<file path="src/hw/rtl/windowed_median_position_filter_core_defines.svh">
// ---------------------------------------------------------------------------
// Windowed median position filter: assertion macros
// Concurrent assertion wrappers; empty when SYNTHESIS is defined.
// ---------------------------------------------------------------------------
`ifndef WINDOWED_MEDIAN_POSITION_FILTER_CORE_DEFINES_SVH
`define WINDOWED_MEDIAN_POSITION_FILTER_CORE_DEFINES_SVH
`ifndef SYNTHESIS
`define WMPF_ASSERT(lbl, clk, rstn, prop) \
  lbl: assert property (@(posedge clk) disable iff (!rstn) prop) \
    else $error("wmpf assertion failed");
`define WMPF_NEVER(lbl, clk, rstn, expr) \
  lbl: assert property (@(posedge clk) disable iff (!rstn) !(expr)) \
    else $error("wmpf forbidden condition seen");
`else
`define WMPF_ASSERT(lbl, clk, rstn, prop)
`define WMPF_NEVER(lbl, clk, rstn, expr)
`endif
`endif

</file>
<file path="src/hw/rtl/wmpf_pkg.sv">
// ---------------------------------------------------------------------------
// Windowed median position filter package
// Widths, types and helpers shared by the cell chain and the top level.
// ---------------------------------------------------------------------------
`timescale 1ns / 1ps
`default_nettype none

package wmpf_pkg;

  localparam int WINDOW_MAX = 16;
  localparam int COORD_W    = 40;
  localparam int NUM_AXES   = 3;
  localparam int SLOT_W     = $clog2(WINDOW_MAX);
  localparam int LEN_W      = $clog2(WINDOW_MAX + 1);

  localparam int AX_EAST   = 0;
  localparam int AX_NORTH  = 1;
  localparam int AX_HEIGHT = 2;

  typedef logic [SLOT_W-1:0] slot_t;
  typedef logic [LEN_W-1:0]  len_t;
  typedef logic [NUM_AXES-1:0][COORD_W-1:0] fix_t;
  typedef logic [NUM_AXES-1:0][SLOT_W-1:0]  rank_t;

  typedef struct packed {
    fix_t  val;
    slot_t idx;
  } probe_t;

  typedef struct packed {
    logic shift;
    logic load;
    logic step;
  } cell_ctrl_t;

  typedef enum logic [2:0] {
    ST_IDLE,
    ST_LOAD,
    ST_RANK,
    ST_PICK,
    ST_EMIT
  } state_e;

  function automatic len_t eff_len(input len_t raw);
    len_t res;
    res = raw;
    if (raw == '0) begin
      res = len_t'(1);
    end else if (raw > len_t'(WINDOW_MAX)) begin
      res = len_t'(WINDOW_MAX);
    end
    return res;
  endfunction

endpackage

`default_nettype wire

</file>
<file path="src/hw/rtl/wmpf_cell.sv">
// ---------------------------------------------------------------------------
// Window cell
// Holds one fix of the window and a circulating probe; counts, per axis,
// how many window entries order below its own entry.
// ---------------------------------------------------------------------------
`timescale 1ns / 1ps
`default_nettype none

module wmpf_cell
  import wmpf_pkg::*;
(
  input  wire        clk_i,
  input  wire cell_ctrl_t ctrl_i,
  input  wire slot_t      cell_idx_i,
  input  wire fix_t       val_i,
  input  wire probe_t     probe_i,
  output fix_t       val_o,
  output probe_t     probe_o,
  output rank_t      rank_o
);

  fix_t   val_q;
  probe_t probe_q, probe_d;
  rank_t  rank_q, rank_d;
  logic [NUM_AXES-1:0] below;

  always_comb begin
    for (int a = 0; a < NUM_AXES; a++) begin
      below[a] = ($signed(probe_q.val[a]) < $signed(val_q[a])) ||
                 ((probe_q.val[a] == val_q[a]) && (probe_q.idx < cell_idx_i));
    end
  end

  always_comb begin
    probe_d = probe_q;
    rank_d  = rank_q;
    if (ctrl_i.load) begin
      probe_d = '{val: val_q, idx: cell_idx_i};
      rank_d  = '0;
    end else if (ctrl_i.step) begin
      probe_d = probe_i;
      for (int a = 0; a < NUM_AXES; a++) begin
        rank_d[a] = rank_q[a] + slot_t'(below[a]);
      end
    end
  end

  always_ff @(posedge clk_i) begin
    if (ctrl_i.shift) begin
      val_q <= val_i;
    end
    probe_q <= probe_d;
    rank_q  <= rank_d;
  end

  assign val_o   = val_q;
  assign probe_o = probe_q;
  assign rank_o  = rank_q;

endmodule

`default_nettype wire

</file>
<file path="config.mk">
export PLATFORM = sky130hd
export DESIGN_NAME = wmpf_cell
export DESIGN_NICKNAME = d
export VERILOG_FILES = /design/src/hw/rtl/windowed_median_position_filter_core_defines.svh /design/src/hw/rtl/wmpf_pkg.sv /design/src/hw/rtl/wmpf_cell.sv
export SDC_FILE = /design/constraint.sdc
export NUM_CORES = 1
export LEC_CHECK = 0
export BUFFER_PORTS_ARGS = -buffer_cell sky130_fd_sc_hd__clkbuf_2
export CORE_AREA = 3 3 197 199
export CTS_BUF_LIST = sky130_fd_sc_hd__clkbuf_4 sky130_fd_sc_hd__clkbuf_8
export CTS_CLUSTER_SIZE = 12
export DETAILED_ROUTE_END_ITERATION = 10
export DIE_AREA = 0 0 200 202
export PLACE_DENSITY = 0.68
export SLEW_MARGIN = 0
export SYNTH_ARGS = -nofsm -noshare
export SYNTH_HDL_FRONTEND = slang
export SYNTH_SLANG_ARGS = --single-unit
</file>
<file path="constraint.sdc">
create_clock -name clk_i -period 3.35 [get_ports clk_i]
set_clock_uncertainty 0.1 [all_clocks]
set_input_delay 0.1675 -clock clk_i [delete_from_list [all_inputs] [get_ports clk_i]]
set_output_delay 0.1675 -clock clk_i [all_outputs]
set_load 0.02 [all_outputs]
</file>
==> impl_metrics.toml <==
[die]
initial_core_util_pct = 33.33
ios = 508
die_w_um = 200
core_sq_um = 37400
dieArea_sq_um = 40400
row_count = 71
fp.dieH_um = 202

[min_path]
min_path_cells = 3
holdCritPathClass = "input port to register"

[place]
io_buffers = 507
pre_cts_slack_ps = 272.4
hpwlAfterDp_mm = 29.15
place_area_sq_um = 15700
gp_congestion = 0.8671

[timing]
min_period_ps = 3129
max_freq_mhz = 319.5
setup_ws_ps = 220.5
max_slew.worst_pin.slew_ps = 655.1
drv_slew = 0
slew_headroom_pct = 56.33
hold_viol = 0
fin_setup_tns_ps = 0
setup_violations = 0
finalCritPeriodShare_pct = 93.42
rsz0062_at_grt = "false"

[routing]
dr_total_vias = 10360
drt-vias-per-instance = 4.671
drt-wirelength-per-cell_um = 18.99
drtIter0Drc = 518
drc_errors = 0
dr.pass1.iters = 5
drt_wl_total_mm = 42.13
postRouteAntennaNets = 0

[yosys]
netlist_top_cells_area = "edfxtp_1 59%, ha_1 13%, mux2_2 11%, inv_1 3.7%, a21oi_1 1.9%"
synth_top_area_share_pct = 58.78
avgSynthCellArea_sq_um = 14.30
seq_area_frac_synth_pct = 60.70
synthDistinctLibCells = 33
yosysTopAreaCell = "edfxtp_1"
syn_area_sq_um = 12470
yosys_warnings = 0
ys_seq_elements = 256
synth_fp_nets = 1253
synthCells = 872

[clock_network]
root_buffer = "clkbuf_8"
h-tree-depth = 2
cts_setup_buffers = 0
cts_sinks = 256
cts_buffer_depth = 3
cts_inserted_buffers = 47
postCtsHoldBufs = 250
cts_tree = "built"
insertion_delay_ps = 590
clkTransAtPathRegs_ps = 60
post_cts_resized = 0

[global_route]
use_met3_pct = 5.118
grt_usage_pct = 20.36
met2_usage_pct = 36.58
grtUsageMet1_pct = 22.67
busiest_layer = "met2"
grt_overflow = 0
grt_max_degree = 72
grt_pass1_vias = 11390
grt_pass1_wl_mm = 63.55
antenna_found_initial = 1

[run_status]
status = "complete, no violations"

[power]
power_density_nw_per_um2 = 478.6
p_leak_nw = 8.816
peakVddDrop_v = 0.0003901
finalPower_mw = 9.162

[critical_path]
critPathMaxFanout = 3
critical_path_class = "register to register"
critPathArrivalTime_ps = 3470
rr_worst_depth = 13
required_ps = 3690
critPathCaptureType = "register"
worstSetupStartpointType = "register"

[layout]
fillCellCount = 3107
drive_gt1_share_pct = 42.64
post-route-util_pct = 51.18
design_area_sq_um = 19140
area_delta_synth_final_pct = 53.55
nets = 2051

[flow_run]
maxCapViolCount = 0
-- final timing paths --
path | start | end | slack, ps
hold / removal | ctrl_i[0] | rank_o[5]$_SDFFE_PP0P_ | 70
setup reg to reg | val_o[118]$_DFFE_PP_ | rank_o[10]$_SDFFE_PP0P_ | 220
setup / recovery | val_o[118]$_DFFE_PP_ | rank_o[10]$_SDFFE_PP0P_ | 220
hold reg to reg | rank_o[7]$_SDFFE_PP0P_ | rank_o[7]$_SDFFE_PP0P_ | 420
-- cells by family (layout without fill, tap and decap cells) --
kind of cell    count (synthesis)  count (layout)  share of synthesized area [%]
flops                         256             256                          60.70
buf+inv                       139             972                          4.206
mux                           133             133                          11.95
fa+ha+maj                     129             129                          12.95
simple gates                  113             113                          4.978
compound gates                 96              96                          4.788
xor+xnor                        6               6                         0.4216
other cells                     0               2                              0
-- cells in the final DEF, fill, tap and decap left out, types with 4 or more instances in the layout --
master,synthesis,layout
xor2_1,6,6
clkinv_1,0,12
inv_1,123,123
buf_12,0,4
edfxtp_1,244,244
dlygate4sd3_1,0,250
mux2_2,124,124
dfxtp_1,12,12
a211oi_1,6,6
ha_1,129,129
clkbuf_4,0,15
mux2i_1,6,6
a21o_1,6,6
clkinv_2,0,6
nand2_1,39,39
nor2_1,21,21
o211ai_1,6,6
nand4_1,24,24
o21ai_0,12,12
nor4_2,4,4
nand3_1,12,12
a21oi_1,48,48
clkbuf_8,0,47
buf_4,0,5
clkbuf_2,0,505
a221oi_1,6,6
-- worst max-delay path, cell delays in order, from the launching register on --
cell and delay, ps:
edfxtp_1 400, inv_1 60, ha_1 310, nand4_1 170
nor4_2 500, nand3_1 190, a21oi_2 150, a211oi_1 70
mux2_1 340, ha_1 200, ha_1 180, nand2_1 80
xor2_1 170, nor2_1 60
-- cells in the mapped netlist --
master,number
mux2i_1,6
or2_2,1
nand4_2,2
mux2_1,3
dfxtp_1,12
nor2_1,21
nor4_4,2
xor2_1,6
a21oi_2,3
nand2_1,39
nor4_2,4
o21ai_0,12
o41ai_1,3
buf_2,2
nand4_1,24
nand3_1,12
nand2b_1,1
nand4_4,1
nor3_1,3
a221oi_1,6
clkbuf_1,13
mux2_2,124
o21a_1,3
ha_1,129
a211oi_1,6
a21oi_1,48
o221a_2,3
nor2b_1,3
edfxtp_1,244
buf_1,1
o211ai_1,6
inv_1,123
a21o_1,6
-- per-stage QoR --
stage	hold WS, ps	instances
floorplan	166.4	872
global placement	243.9	1882
detailed placement	246.1	1882
CTS	5.369	2216
global route	43.57	2217
finish	65.07	2218
-- registers in the layout, summed over array words and instances (netlist names) --
signal / flops
val_o: 120
rank_o: 12
probe_o: 124
-- report_power, final --
| group | switching, mW | internal [mW] |
|---|---|---|
| registers | 0.217 | 3.86 |
| logic | 1.14 | 0.890 |
| clock network | 1.36 | 1.70 |
| total | 2.71 | 6.45 |
-- metal layers --
layer | share of wire (%) | vias to the layer above
li1 | - | 4849
met1 | 37 | 4954
met5 | 0 | -
met2 | 52 | 452
met4 | 3.8 | 0
met3 | 7.1 | 105
-- final cells by class --
| cell class | count | area, sq um | share of cell area [%] |
|---|---|---|---|
| clock inverters | 22 | 172.7 | 0.9021 |
| flip-flops and latches | 256 | 7567 | 39.53 |
| well taps | 511 | 639.4 | 3.340 |
| repair buffers | 765 | 5159 | 26.95 |
| multi-input cells | 477 | 4377 | 22.87 |
| inverters | 123 | 461.7 | 2.412 |
| clock buffers | 62 | 759.5 | 3.968 |
| diodes | 2 | 5.005 | 0.02615 |
Note: power is estimated with default switching activity, not from simulation.
